[config.mk]
export PLATFORM = sky130hd
export DESIGN_NAME = setpoint_command_parser
export DESIGN_NICKNAME = d
export VERILOG_FILES = /design/src/rtl/spcp_pkg.sv /design/src/rtl/spcp_front.sv /design/src/rtl/spcp_queue.sv /design/src/rtl/spcp_back.sv /design/src/rtl/setpoint_command_parser.sv
export VERILOG_INCLUDE_DIRS = /design/src /design/src/rtl
export SDC_FILE = /design/constraint.sdc
export NUM_CORES = 2
export LEC_CHECK = 0
export ABC_CLOCK_PERIOD_IN_PS = 17250
export BUFFER_PORTS_ARGS = -buffer_cell sky130_fd_sc_hd__buf_2
export CAP_MARGIN = 30
export CORE_ASPECT_RATIO = 1.25
export CORE_MARGIN = 5
export CORE_UTILIZATION = 30
export CTS_BUF_LIST = sky130_fd_sc_hd__clkbuf_16
export DETAILED_ROUTE_END_ITERATION = 10
export PLACE_DENSITY_LB_ADDON = 0.05
export SYNTH_ARGS = -nofsm -noshare
export SYNTH_HDL_FRONTEND = slang
export SYNTH_SLANG_ARGS = --single-unit
[constraint.sdc]
create_clock -name clock -period 17.25 [get_ports clock]
set_input_delay 1.725 -clock clock [delete_from_list [all_inputs] [get_ports clock]]
set_output_delay 1.725 -clock clock [all_outputs]
set_load 0.005 [all_outputs]
[src/rtl/setpoint_command_parser_assert.svh]
// Assertion macros for the setpoint command parser RTL.
// Expects signals named clock and reset in the including module.
`ifndef SETPOINT_COMMAND_PARSER_ASSERT_SVH
`define SETPOINT_COMMAND_PARSER_ASSERT_SVH

// Check a consequence in the same cycle as its cause
`define SPCP_ASSERT_NOW(lbl, ante, cons) \
   lbl: assert property (@(posedge clock) disable iff (reset) (ante) |-> (cons)) \
      else $error("setpoint parser check failed");

// Check a consequence in the cycle after its cause
`define SPCP_ASSERT_NEXT(lbl, ante, cons) \
   lbl: assert property (@(posedge clock) disable iff (reset) (ante) |=> (cons)) \
      else $error("setpoint parser check failed");

`endif

[src/rtl/spcp_pkg.sv]
// Shared types, constants and functions of the setpoint command parser.
// No dependencies; imported by every module of the block.
`timescale 1ns / 1ps
package spcp_pkg;

   localparam int BUFFER_BYTES        = 64;
   localparam int FRACTION_BITS       = 8;
   localparam int MAX_FRACTION_DIGITS = 4;

   localparam int CNT_W  = $clog2(BUFFER_BYTES);
   localparam int INT_W  = 31 - FRACTION_BITS;
   localparam int FRAC_W = $clog2(10 ** MAX_FRACTION_DIGITS);
   localparam int DIG_W  = 3;
   localparam int X_W    = FRAC_W + FRACTION_BITS;
   localparam int RECIP_SHIFT = X_W + 2;
   localparam int RECIP_W     = RECIP_SHIFT + 1;
   localparam int POW_W       = $clog2(10 ** MAX_FRACTION_DIGITS + 1);
   localparam int QUEUE_DEPTH = 4;
   localparam int QPTR_W      = $clog2(QUEUE_DEPTH);

   localparam logic [RECIP_W-1:0] RECIP_0 = RECIP_W'((64'd1 << RECIP_SHIFT) / 64'd1);
   localparam logic [RECIP_W-1:0] RECIP_1 = RECIP_W'((64'd1 << RECIP_SHIFT) / 64'd10);
   localparam logic [RECIP_W-1:0] RECIP_2 = RECIP_W'((64'd1 << RECIP_SHIFT) / 64'd100);
   localparam logic [RECIP_W-1:0] RECIP_3 = RECIP_W'((64'd1 << RECIP_SHIFT) / 64'd1000);
   localparam logic [RECIP_W-1:0] RECIP_4 = RECIP_W'((64'd1 << RECIP_SHIFT) / 64'd10000);
   localparam logic [RECIP_W-1:0] RECIP_5 = RECIP_W'((64'd1 << RECIP_SHIFT) / 64'd100000);
   localparam logic [RECIP_W-1:0] RECIP_6 = RECIP_W'((64'd1 << RECIP_SHIFT) / 64'd1000000);

   typedef enum logic [1:0] {
      ACT_NONE   = 2'd0,
      ACT_READ   = 2'd1,
      ACT_ADJUST = 2'd2,
      ACT_SET    = 2'd3
   } action_type;

   // One queued job: an optional token commit and an optional command end
   typedef struct packed {
      logic               do_commit;
      logic               do_end;
      action_type         end_kind;
      logic               sign;
      logic [INT_W-1:0]   int_acc;
      logic [FRAC_W-1:0]  frac_acc;
      logic [DIG_W-1:0]   digits;
      logic [2:0]         cand;
   } job_type;

   typedef struct packed {
      logic signed [31:0] temp;
      logic signed [31:0] hum;
      logic signed [31:0] light;
   } setpoint_type;

   function automatic logic [RECIP_W-1:0] recip(input logic [DIG_W-1:0] d);
      logic [RECIP_W-1:0] r;
      case (d)
         3'd0:    r = RECIP_0;
         3'd1:    r = RECIP_1;
         3'd2:    r = RECIP_2;
         3'd3:    r = RECIP_3;
         3'd4:    r = RECIP_4;
         3'd5:    r = RECIP_5;
         3'd6:    r = RECIP_6;
         default: r = RECIP_0;
      endcase
      return r;
   endfunction

   function automatic logic [POW_W-1:0] pow10(input logic [DIG_W-1:0] d);
      logic [POW_W-1:0] p;
      case (d)
         3'd0:    p = POW_W'(1);
         3'd1:    p = POW_W'(10);
         3'd2:    p = POW_W'(100);
         3'd3:    p = POW_W'(1000);
         3'd4:    p = POW_W'(10000);
         3'd5:    p = POW_W'(100000);
         3'd6:    p = POW_W'(1000000);
         default: p = POW_W'(1);
      endcase
      return p;
   endfunction

endpackage

[src/rtl/spcp_front.sv]
// Front end: accepts command bytes, matches modes and keys, accumulates values.
// Depends on spcp_pkg; emits jobs to spcp_queue.
`timescale 1ns / 1ps
module spcp_front
   import spcp_pkg::*;
(
   input  logic       clock,
   input  logic       reset,
   input  logic       accept,
   input  logic [7:0] char_byte,
   input  logic       end_of_command,
   output logic       job_push,
   output job_type    job
);

   localparam logic [1:0] PH_LEAD = 2'd0;
   localparam logic [1:0] PH_INT  = 2'd1;
   localparam logic [1:0] PH_FRAC = 2'd2;
   localparam logic [1:0] PH_DONE = 2'd3;

   localparam logic [2:0] KEY_LEN_TEMP = 3'd4;
   localparam logic [2:0] KEY_LEN_HUM  = 3'd3;
   localparam logic [2:0] KEY_LEN_LUX  = 3'd3;

   localparam logic [INT_W-1:0] INT_LIMIT = {INT_W{1'b1}};
   localparam logic [CNT_W-1:0] TEXT_MAX  = CNT_W'(BUFFER_BYTES - 1);

   typedef struct packed {
      logic [2:0]        key_pos;
      logic [2:0]        cand;
      logic              in_value;
      logic              sign;
      logic [INT_W-1:0]  int_acc;
      logic [FRAC_W-1:0] frac_acc;
      logic [DIG_W-1:0]  digits;
      logic [1:0]        phase;
   } token_type;

   localparam token_type TOKEN_CLEAR = '{key_pos: '0, cand: 3'b111, in_value: 1'b0,
      sign: 1'b0, int_acc: '0, frac_acc: '0, digits: '0, phase: PH_LEAD};

   function automatic logic [7:0] read_char(input logic [CNT_W-1:0] p);
      logic [7:0] ch;
      case (p)
         0:       ch = "m";
         1:       ch = "o";
         2:       ch = "d";
         3:       ch = "e";
         4:       ch = "=";
         5:       ch = "r";
         6:       ch = "e";
         7:       ch = "a";
         8:       ch = "d";
         default: ch = 8'h00;
      endcase
      return ch;
   endfunction

   function automatic logic [7:0] adjust_char(input logic [CNT_W-1:0] p);
      logic [7:0] ch;
      case (p)
         0:       ch = "m";
         1:       ch = "o";
         2:       ch = "d";
         3:       ch = "e";
         4:       ch = "=";
         5:       ch = "a";
         6:       ch = "d";
         7:       ch = "j";
         8:       ch = "u";
         9:       ch = "s";
         10:      ch = "t";
         default: ch = 8'h00;
      endcase
      return ch;
   endfunction

   function automatic logic [7:0] key_char(input logic [1:0] k, input logic [1:0] pos);
      logic [7:0] ch;
      case ({k, pos})
         4'b00_00: ch = "t";
         4'b00_01: ch = "e";
         4'b00_10: ch = "m";
         4'b00_11: ch = "p";
         4'b01_00: ch = "h";
         4'b01_01: ch = "u";
         4'b01_10: ch = "m";
         4'b10_00: ch = "l";
         4'b10_01: ch = "u";
         4'b10_10: ch = "x";
         default:  ch = 8'h00;
      endcase
      return ch;
   endfunction

   function automatic logic [2:0] key_len(input logic [1:0] k);
      logic [2:0] n;
      case (k)
         2'd0:    n = KEY_LEN_TEMP;
         2'd1:    n = KEY_LEN_HUM;
         default: n = KEY_LEN_LUX;
      endcase
      return n;
   endfunction

   // Advance the value parser by one byte
   function automatic token_type value_step(input token_type tk, input logic [7:0] c);
      token_type          t;
      logic               digit;
      logic               take_int;
      logic [3:0]         d;
      logic [INT_W+3:0]   wide_int;
      logic [FRAC_W+3:0]  wide_frac;
      t        = tk;
      digit    = (c >= "0") && (c <= "9");
      d        = 4'(c - "0");
      take_int = 1'b0;
      case (tk.phase)
         PH_LEAD: begin
            if (c inside {[8'd9:8'd13]}) begin
               t.phase = PH_LEAD;
            end else if (c == "+" || c == "-") begin
               t.sign  = (c == "-");
               t.phase = PH_INT;
            end else if (c == ".") begin
               t.phase = PH_FRAC;
            end else if (!digit) begin
               t.phase = PH_DONE;
            end else begin
               t.phase  = PH_INT;
               take_int = 1'b1;
            end
         end
         PH_INT: begin
            if (digit) take_int = 1'b1;
            else if (c == ".") t.phase = PH_FRAC;
            else t.phase = PH_DONE;
         end
         PH_FRAC: begin
            if (digit) begin
               if (tk.digits < DIG_W'(MAX_FRACTION_DIGITS)) begin
                  wide_frac  = {4'b0, tk.frac_acc} * (FRAC_W+4)'(10) + (FRAC_W+4)'(d);
                  t.frac_acc = wide_frac[FRAC_W-1:0];
                  t.digits   = tk.digits + DIG_W'(1);
               end
            end else begin
               t.phase = PH_DONE;
            end
         end
         default: t.phase = PH_DONE;
      endcase
      if (take_int) begin
         wide_int  = {4'b0, tk.int_acc} * (INT_W+4)'(10) + (INT_W+4)'(d);
         t.int_acc = (wide_int > (INT_W+4)'(INT_LIMIT)) ? INT_LIMIT : wide_int[INT_W-1:0];
      end
      return t;
   endfunction

   token_type        tok_ff, tok_in, commit_tok;
   logic [CNT_W-1:0] count_ff, count_in;
   logic             ended_ff, ended_in;
   logic             rd_match_ff, rd_match_in;
   logic             adj_match_ff, adj_match_in;
   logic [1:0]       raw_len_ff, raw_len_in;
   logic             raw_stop_ff, raw_stop_in;
   logic             comma_commit;
   logic             do_commit;
   logic [7:0]       lc;
   action_type       kind;

   // Classify the byte and compute the next parser state
   always_comb begin
      tok_in       = tok_ff;
      count_in     = count_ff;
      ended_in     = ended_ff;
      rd_match_in  = rd_match_ff;
      adj_match_in = adj_match_ff;
      raw_len_in   = raw_len_ff;
      raw_stop_in  = raw_stop_ff;
      comma_commit = 1'b0;
      lc = (char_byte inside {["A":"Z"]}) ? char_byte + 8'd32 : char_byte;

      if (!raw_stop_ff) begin
         if (char_byte == 8'h00) raw_stop_in = 1'b1;
         else if (raw_len_ff < 2'd3) raw_len_in = raw_len_ff + 2'd1;
      end

      if (!ended_ff) begin
         if (char_byte == " " || char_byte == 8'h00 || count_ff == TEXT_MAX) begin
            ended_in = 1'b1;
         end else begin
            count_in = count_ff + CNT_W'(1);
            if (count_ff >= CNT_W'(9) || lc != read_char(count_ff)) rd_match_in = 1'b0;
            if (count_ff >= CNT_W'(11) || lc != adjust_char(count_ff)) adj_match_in = 1'b0;
            if (char_byte == ",") begin
               comma_commit = 1'b1;
               tok_in       = TOKEN_CLEAR;
            end else if (!tok_ff.in_value) begin
               if (char_byte == "=") begin
                  for (int i = 0; i < 3; i++)
                     if (tok_ff.key_pos != key_len(2'(i))) tok_in.cand[i] = 1'b0;
                  tok_in.in_value = 1'b1;
               end else begin
                  for (int i = 0; i < 3; i++)
                     if (tok_ff.key_pos >= key_len(2'(i)) ||
                         lc != key_char(2'(i), tok_ff.key_pos[1:0]))
                        tok_in.cand[i] = 1'b0;
                  if (tok_ff.key_pos < 3'd7) tok_in.key_pos = tok_ff.key_pos + 3'd1;
               end
            end else begin
               tok_in = value_step(tok_ff, char_byte);
            end
         end
      end

      // Decide what the command end will do
      if (raw_len_in < 2'd3) kind = ACT_NONE;
      else if (rd_match_in && count_in == CNT_W'(9)) kind = ACT_READ;
      else if (adj_match_in && count_in == CNT_W'(11)) kind = ACT_ADJUST;
      else kind = ACT_SET;

      commit_tok = comma_commit ? tok_ff : tok_in;
      do_commit  = commit_tok.in_value && (commit_tok.cand != 3'b000) &&
                   (comma_commit || (end_of_command && kind == ACT_SET));
   end

   // Build the job for the back end
   always_comb begin
      job.do_commit = do_commit;
      job.do_end    = end_of_command;
      job.end_kind  = kind;
      job.sign      = commit_tok.sign;
      job.int_acc   = commit_tok.int_acc;
      job.frac_acc  = commit_tok.frac_acc;
      job.digits    = commit_tok.digits;
      job.cand      = commit_tok.cand;
      job_push      = accept && (do_commit || end_of_command);
   end

   // Hold parser state; clear it after each command
   always_ff @(posedge clock) begin
      if (reset || (accept && end_of_command)) begin
         tok_ff       <= TOKEN_CLEAR;
         count_ff     <= '0;
         ended_ff     <= 1'b0;
         rd_match_ff  <= 1'b1;
         adj_match_ff <= 1'b1;
         raw_len_ff   <= 2'd0;
         raw_stop_ff  <= 1'b0;
      end else if (accept) begin
         tok_ff       <= tok_in;
         count_ff     <= count_in;
         ended_ff     <= ended_in;
         rd_match_ff  <= rd_match_in;
         adj_match_ff <= adj_match_in;
         raw_len_ff   <= raw_len_in;
         raw_stop_ff  <= raw_stop_in;
      end
   end

endmodule

[src/rtl/spcp_queue.sv]
// Short job queue between the parser front end and the back end.
// Depends on spcp_pkg for the job type and depth.
`timescale 1ns / 1ps
module spcp_queue
   import spcp_pkg::*;
(
   input  logic    clock,
   input  logic    reset,
   input  logic    push,
   input  job_type push_job,
   input  logic    pop,
   output job_type head,
   output logic    empty,
   output logic    full
);

   job_type           slot_ff [QUEUE_DEPTH];
   logic [QPTR_W-1:0] wr_ff, rd_ff;
   logic [QPTR_W:0]   count_ff;

   assign empty = (count_ff == '0);
   assign full  = (count_ff == (QPTR_W+1)'(QUEUE_DEPTH));
   assign head  = slot_ff[rd_ff];

   // Store pushed jobs
   always_ff @(posedge clock) begin
      if (push && !full) slot_ff[wr_ff] <= push_job;
   end

   // Advance pointers and fill level
   always_ff @(posedge clock) begin
      if (reset) begin
         wr_ff    <= '0;
         rd_ff    <= '0;
         count_ff <= '0;
      end else begin
         if (push && !full) wr_ff <= wr_ff + QPTR_W'(1);
         if (pop && !empty) rd_ff <= rd_ff + QPTR_W'(1);
         case ({push && !full, pop && !empty})
            2'b10:   count_ff <= count_ff + (QPTR_W+1)'(1);
            2'b01:   count_ff <= count_ff - (QPTR_W+1)'(1);
            default: count_ff <= count_ff;
         endcase
      end
   end

endmodule

[src/rtl/spcp_back.sv]
// Back end: converts committed values to fixed point and builds results.
// Depends on spcp_pkg and the assertion macro header.
`timescale 1ns / 1ps
`include "setpoint_command_parser_assert.svh"
module spcp_back
   import spcp_pkg::*;
(
   input  logic         clock,
   input  logic         reset,
   input  job_type      head,
   input  logic         q_empty,
   output logic         q_pop,
   input  setpoint_type current,
   input  logic         rsp_pop,
   output logic         out_valid,
   output action_type   out_action,
   output setpoint_type out_values
);

   typedef enum logic [1:0] {BK_IDLE, BK_MUL, BK_FIX, BK_END} back_state_type;

   back_state_type              state_ff;
   job_type                     job_ff;
   logic [X_W+RECIP_W-1:0]      prod_ff;
   logic signed [31:0]          pend_ff [3];
   logic [2:0]                  upd_ff;
   logic                        out_valid_ff;
   action_type                  out_action_ff;
   setpoint_type                out_values_ff;

   logic [X_W-1:0]            x;
   logic [FRACTION_BITS-1:0]  q0;
   logic [POW_W-1:0]          divisor;
   logic [X_W:0]              rem;
   logic [FRACTION_BITS-1:0]  frac;
   logic [31:0]               mag;
   logic signed [31:0]        value;
   logic                      out_free;
   logic                      out_load;

   assign q_pop      = (state_ff == BK_IDLE) && !q_empty;
   assign out_free   = !out_valid_ff || rsp_pop;
   assign out_load   = (state_ff == BK_END) && out_free;
   assign out_valid  = out_valid_ff;
   assign out_action = out_action_ff;
   assign out_values = out_values_ff;

   // Correct the reciprocal quotient and form the signed value
   always_comb begin
      x       = {job_ff.frac_acc, {FRACTION_BITS{1'b0}}};
      divisor = pow10(job_ff.digits);
      q0      = FRACTION_BITS'(prod_ff >> RECIP_SHIFT);
      rem     = {1'b0, x} - (X_W+1)'({{X_W{1'b0}}, q0} * (X_W)'(divisor));
      frac    = (rem >= (X_W+1)'(divisor)) ? q0 + FRACTION_BITS'(1) : q0;
      mag     = 32'({job_ff.int_acc, {FRACTION_BITS{1'b0}}}) + 32'(frac);
      value   = job_ff.sign ? -$signed(mag) : $signed(mag);
   end

   // Sequence each job: multiply and fix up a commit, then deliver a command end
   always_ff @(posedge clock) begin
      if (reset) begin
         state_ff     <= BK_IDLE;
         upd_ff       <= 3'b000;
         out_valid_ff <= 1'b0;
      end else begin
         if (out_load) out_valid_ff <= 1'b1;
         else if (rsp_pop && out_valid_ff) out_valid_ff <= 1'b0;
         case (state_ff)
            BK_IDLE: begin
               if (!q_empty) begin
                  job_ff   <= head;
                  state_ff <= head.do_commit ? BK_MUL : BK_END;
               end
            end
            BK_MUL: begin
               prod_ff  <= {{RECIP_W{1'b0}}, x} * {{X_W{1'b0}}, recip(job_ff.digits)};
               state_ff <= BK_FIX;
            end
            BK_FIX: begin
               for (int i = 0; i < 3; i++)
                  if (job_ff.cand[i]) pend_ff[i] <= value;
               upd_ff   <= upd_ff | job_ff.cand;
               state_ff <= job_ff.do_end ? BK_END : BK_IDLE;
            end
            BK_END: begin
               if (out_free) begin
                  if (job_ff.end_kind == ACT_SET) begin
                     out_action_ff       <= (upd_ff != 3'b000) ? ACT_SET : ACT_NONE;
                     out_values_ff.temp  <= upd_ff[0] ? pend_ff[0] : current.temp;
                     out_values_ff.hum   <= upd_ff[1] ? pend_ff[1] : current.hum;
                     out_values_ff.light <= upd_ff[2] ? pend_ff[2] : current.light;
                  end else begin
                     out_action_ff <= job_ff.end_kind;
                     out_values_ff <= current;
                  end
                  upd_ff   <= 3'b000;
                  state_ff <= BK_IDLE;
               end
            end
            default: state_ff <= BK_IDLE;
         endcase
      end
   end

   `SPCP_ASSERT_NEXT(a_mul_then_fix, state_ff == BK_MUL, state_ff == BK_FIX)
   `SPCP_ASSERT_NOW(a_fix_has_commit, state_ff == BK_FIX, job_ff.do_commit)
   `SPCP_ASSERT_NEXT(a_result_held, out_valid_ff && !rsp_pop, out_valid_ff && $stable(out_action_ff))
   `SPCP_ASSERT_NOW(a_end_has_end, state_ff == BK_END, job_ff.do_end)

endmodule

[src/rtl/setpoint_command_parser.sv]
// Top level of the setpoint command parser: register file, front, queue, back.
// Depends on spcp_pkg, spcp_front, spcp_queue and spcp_back.
`timescale 1ns / 1ps
// The parser takes one command byte per cycle while req_full is low and gives
// one result per command after the byte marked end_of_command. The front end
// never stalls the input itself. Each KEY=value token that updates a setpoint
// passes the back end through queue pop, reciprocal multiply and remainder
// fix-up, and each command end then delivers its result. After the last byte
// is accepted, its job goes through the queue slot, the job register and the
// result register, with the multiply and fix-up between when that byte also
// closes a token; jobs still waiting in the queue go first, and a busy result
// register holds the result back. A four-entry job queue between the two
// halves absorbs this, and req_full rises only when it fills, e.g. for one-byte
// commands sent back to back or while results are not popped. Setpoint
// registers are written through the csr_ port and read when a result forms.
module setpoint_command_parser
   import spcp_pkg::*;
(
   input  logic               clock,
   input  logic               reset,
   input  logic               req_push,
   output logic               req_full,
   input  logic [7:0]         req_char_byte,
   input  logic               req_end_of_command,
   output logic               rsp_empty,
   input  logic               rsp_pop,
   output logic [1:0]         rsp_action,
   output logic signed [31:0] rsp_temperature,
   output logic signed [31:0] rsp_humidity,
   output logic signed [31:0] rsp_light,
   input  logic               csr_write_enable,
   input  logic [1:0]         csr_index,
   input  logic [31:0]        csr_write_data
);

   localparam logic [1:0] REG_TEMP  = 2'd0;
   localparam logic [1:0] REG_HUM   = 2'd1;
   localparam logic [1:0] REG_LIGHT = 2'd2;

   setpoint_type current_ff;
   job_type      push_job, head;
   logic         job_push, q_pop, q_empty, q_full, accept, out_valid;
   action_type   out_action;
   setpoint_type out_values;

   // Write the setpoint registers
   always_ff @(posedge clock) begin
      if (reset) begin
         current_ff <= '0;
      end else if (csr_write_enable) begin
         case (csr_index)
            REG_TEMP:  current_ff.temp  <= csr_write_data;
            REG_HUM:   current_ff.hum   <= csr_write_data;
            REG_LIGHT: current_ff.light <= csr_write_data;
            default:   current_ff       <= current_ff;
         endcase
      end
   end

   assign req_full = q_full;
   assign accept   = req_push && !q_full;

   spcp_front u_front (
      .clock          (clock),
      .reset          (reset),
      .accept         (accept),
      .char_byte      (req_char_byte),
      .end_of_command (req_end_of_command),
      .job_push       (job_push),
      .job            (push_job)
   );

   spcp_queue u_queue (
      .clock    (clock),
      .reset    (reset),
      .push     (job_push),
      .push_job (push_job),
      .pop      (q_pop),
      .head     (head),
      .empty    (q_empty),
      .full     (q_full)
   );

   spcp_back u_back (
      .clock      (clock),
      .reset      (reset),
      .head       (head),
      .q_empty    (q_empty),
      .q_pop      (q_pop),
      .current    (current_ff),
      .rsp_pop    (rsp_pop),
      .out_valid  (out_valid),
      .out_action (out_action),
      .out_values (out_values)
   );

   assign rsp_empty       = !out_valid;
   assign rsp_action      = out_action;
   assign rsp_temperature = out_values.temp;
   assign rsp_humidity    = out_values.hum;
   assign rsp_light       = out_values.light;

endmodule
; Word level (Yosys, flattened, before mapping)
; Memories as Yosys holds them, arrays and structs flattened. A register that Yosys moved wholly into a read port is not among the register bits.
; Index checks and enable logic that the tools add are counted.
[word_totals]
ff_bits = 340
mem_bits_rw = 288
romBits = 224
out_inout_bits = 100
elab_cells = 317
n_memories = 4
[classes]
addsub = 16
mul = 4
order_cmp = 16
eq_ne = 39
n_mux = 149
n_bitwise = 3
n_reduce_logical = 51
[mem_list]
columns = name, depth, width, read_ports, rd_clocked_by_memory_dff, wr, line
row1 = u_queue.slot_ff, 4, 48, 1, 1, 1, spcp_queue.sv:17  ; job_type slot_ff [QUEUE_DEPTH];
row2 = (name not given), 16, 7, 1, 1, 0, spcp_front.sv:44  ; case (p)
row3 = (name not given), 16, 7, 1, 1, 0, spcp_front.sv:61  ; case (p)
row4 = u_back.pend_ff, 3, 32, 3, 0, 3, spcp_back.sv:25  ; logic signed [31:0] pend_ff [3];
[op_table]
columns = cell, count
row1 = $mux 8, 23
row2 = $mux 50, 3
row3 = $pmux 25 s6, 1
row4 = $mux 32, 4
row5 = $mux 96, 1
row6 = $pmux 14 s6, 1
row7 = $mux 3, 24
row8 = $mux 17, 3
row9 = $mux 25, 2
row10 = $mux 1, 49
row11 = $eq 8x6->1 const B, 6
row12 = $mux 47, 1
row13 = $mux 23, 2
row14 = $mux 43, 1
row15 = $pmux 7 s3, 2
row16 = $ne 8x8->1, 5
row17 = $mux 2, 19
row18 = $add 31x8->32, 1
row19 = $neg 32->32, 1
row20 = $pmux 8 s4, 1
row21 = $add 27x4->27, 1
row22 = $gt 27x23->1 const B, 1
row23 = $mul 23x3->26 const B, 1
row24 = $mul 14x25->24, 1
row25 = other kinds (51), 124

; Longest topological paths before layout
[logic_depth]
ltp_word = 25
ltp_mapped = 43
ltp_nobuf = 38

; Hierarchy
; Synthesis repeated with hierarchy kept, for this count alone.
[unflattened]
hier_cells = 3319
area_unflattened_um2 = 38525.7
[by_module_without_submodules]
columns = mod, instances, cells_per_inst, area_per_inst_um2
row1 = spcp_back, 1, 1716, 19911.6
row2 = spcp_queue, 1, 304, 7388.3
row3 = spcp_front, 1, 948, 7319.5
row4 = setpoint_command_parser, 1, 351, 3906.2

; Worst setup path before layout
; OpenSTA, ideal clock, no wires.
[synth_timing]
path_type = input to register
startpoint = input port reset
endpoint = register u_back.out_action_ff[0] (netlist: u_back.out_action[0]) (enable)
setup_time_ns = 0.676
t_arrival_ns = 8.595
required_ns = 16.574
path_slack_ns = 7.979
cell_stages = 2
n_path_buf = 1
cell_sequence = clkbuf_1 -> nor3_1
[synth_via]
elab_chain_cells = 2
[synth_rtl]
columns = item, line
row1 = "start, declared", setpoint_command_parser.sv:20  ; input logic reset,
row2 = $not 1->1 (no line), -
row3 = $reduce_and 3->1 (no line), -
row4 = "end signal, assigned", spcp_back.sv:88  ; out_action_ff <= (upd_ff != 3'b000) ? ACT_SET : ACT_NONE;
row5 = "end signal, assigned", spcp_back.sv:93  ; out_action_ff <= job_ff.end_kind;
row6 = "end, declared", spcp_back.sv:28  ; action_type out_action_ff;
; No other way between the ends.
; A chain may end at the register's enable or synchronous reset.

==> reports/metrics.cfg <==
[run_status]
outcome=finished, final reports clean

[die]
die_area_sq_um=133000
coreArea_sq_um=125000
fp.dieH_um=407
io_pins=148
row_count=145
initial_utilization=0.302
die_w_um=327

[detailed_routing]
drt-initial-drc-count=1817
vias=25500
drt-vias-per-instance=4.91
drcViolationCount=0
postRouteAntennaNets=0
routedWlPerCell_um=20.9
first_pass_iters=7
drt_wl_total_mm=109

[global_routing]
antenna_found_initial=6
grt_usage=0.163
grt_max_degree=90
grt_pass1_wl_mm=167
grt_overflow_total=0
grt_pass1_vias=27100

[clock_network]
cts_inserted_buffers=73
ctsHoldBuffers=0
cts_resized=0
path_clk_slew_ns=0.07
clockBufferDepth=3
clk_latency_ns=0.65
postCtsSetupRepairBufs=0
cts_root_buf=clkbuf_16
h-tree-depth=3
cts_tree=done
clock-sinks=628

[finish]
layout_commonest_cell=edfxtp_1
ff_latch_area_sq_um=17000
final_cell_area_sq_um=42900
drive_gt1_frac=0.140
layout_common_cells=edfxtp_1 (441), nand2_1 (431), inv_1 (351)
nets=4012
multi_input_area_sq_um=19100
fillers=12500
area_growth_pct=13.7
post-route-util=0.344

[sta]
max_freq_mhz=93.8
max_slew_margin=0.372
setup_viol=0
period_share=0.618
finalMaxSlewViolations=0
setup_tns_ns=0
rsz0062_at_grt=false
finClkSkew_ns=0.0428
tightest_slew_ns=0.940
period_needed_ns=10.67
hold_violations=0

[yosys]
syn-num-nets=3884
synth_top_cell_by_area=edfxtp_1
synth_area_leaders=edfxtp_1 (35%), fa_1 (12%), dfxtp_1 (9.9%), ha_1 (7.3%), nand2_1 (4.3%)
synth_cells=3385
ys_ff_latch=628
yosysSeqAreaShare=0.450
yosysUniqueCellTypes=79
synth_edf_count=441
yosys_most_used_dff=edfxtp_1
syn-mean-instance-area_sq_um=11.2
ys.warnings.count=0
synth-async-reset-ratio=0
syn_area_sq_um=37800
yosysTopAreaCellShare=0.351

[setup_path]
crit_type=reg -> reg
cp-end-kind=register
cp_max_fo=20
startpoint_type=register
arrival_ns=11.02
cp_common_cell=inv_1
slowest_delay_ns=0.64
slowest_stage=a2111oi_0
r2r_cells=36
reg2reg_to=u_back.pend_ff[0][78]
regToRegSetupSlack_ns=6.58
crit_required_ns=17.61
r2r-start=u_back.job_ff[4]

[min_path]
holdCritPathClass=reg -> reg
hold_end=current_ff[28]
holdPathStages=2
worstHoldStart=current_ff[28]

[placed_design]
place_area_sq_um=40500
gp_congestion=0.855
dp_hpwl_mm=79.6
portBuffers=147

[flow_run]
drv_cap=0

[worst max path at each step]
| stage | start | end | slack [ns] | depth (start not counted) |
|---|---|---|---|---|
| 2_1_floorplan | reset | u_back.out_action[0] | 7.98 | 2 |
| 3_3_place_gp | u_back.job_ff[4] | u_back.pend_ff[0][16] | 7.01 | 36 |
| 3_5_place_dp | u_back.job_ff[4] | u_back.pend_ff[0][80] | 6.67 | 36 |
| 4_1_cts | u_back.job_ff[4] | u_back.pend_ff[0][16] | 6.62 | 36 |
| 5_1_grt | u_back.job_ff[4] | u_back.pend_ff[0][48] | 5.67 | 36 |
| 6_report | u_back.job_ff[4] | u_back.pend_ff[0][78] | 6.58 | 36 |
[flip-flops by register name, indices dropped and copies added (netlist names), 2 cells and up, named ones only]
signal              count
u_queue.rd_ff           2
u_back.out_values      96
u_queue.count_ff        3
u_back.upd_ff           3
u_back.state_ff         2
u_back.out_action       2
current_ff             96
u_front.raw_len_ff      2
u_front.tok_ff         48
u_queue.slot_ff       192
u_front.count_ff        6
u_back.job_ff          47
u_back.prod_ff          8
u_back.pend_ff         96
u_queue.wr_ff           2
[per-layer routing]
layer	GRT usage	wire length, um	part of all wire
met1	0.212	48400	0.45
met2	0.290	54400	0.50
met3	0.0188	3650	0.034
met4	0.0417	2170	0.020
met5	0	0	0
[worst max-delay path: cells and delay by family (launching register included)]
family,cells,cell delay (ns)
compound gates,11,2.91
fa+ha+maj,7,2.86
simple gates,7,2.06
buf+inv,8,1.48
flops,1,0.55
xor+xnor,2,0.30
mux,1,0.21
[per-stage QoR]
step,instances,worst slack (ns),hold slack [ns]
global placement,5047,7.01,0.438
CTS,5188,6.62,0.453
global route,5190,5.67,0.471
detailed placement,5053,6.67,0.444
finish,5191,6.58,0.454
floorplan,3385,7.98,0.433
[cells in the mapped netlist, types with 8 or more instances]
cell,count
edfxtp_1,441
nand2_1,431
inv_1,325
a21oi_1,257
fa_1,230
ha_1,221
nor2_1,188
dfxtp_1,187
clkbuf_1,125
xnor2_1,114
mux2_2,106
o21ai_0,90
and2_1,63
nor3_1,51
mux4_2,48
xor2_1,45
nor2b_1,36
nand3_1,34
o22a_1,28
a21o_1,22
and3_1,21
o21a_1,21
buf_1,19
nand2b_1,18
nand4_1,17
o31ai_1,16
a211oi_1,14
a31oi_1,14
mux2i_1,14
nor4_1,13
a22oi_1,11
or3_1,11
nor3b_1,10
o21bai_1,10
nand3b_1,9
or2_2,9
o211ai_1,8
[cell type report]
cell class,count,share of cell area
inverters,331,0.0289
diodes,1,0.0000583
flip-flops and latches,628,0.396
repair buffers,199,0.0288
clock inverters,60,0.0117
multi-input cells,2280,0.444
clock buffers,75,0.0437
well taps,1617,0.0471
[cell families (layout without fill, tap and decap cells)]
family | Yosys count | count (layout) | synth area share
other | 0 | 1 | 0
DFF | 628 | 628 | 0.450
xor gates and xnor gates | 159 | 159 | 0.0369
adders and majority gates | 451 | 451 | 0.195
buffers and inverters | 477 | 665 | 0.0475
muxes | 168 | 168 | 0.0639
and+or+nand+nor | 950 | 950 | 0.117
AOI/OAI and AO/OA | 552 | 552 | 0.0895
Power is not shown: default switching activity piles up to over one toggle a cycle in this logic, so the estimate is an artifact.
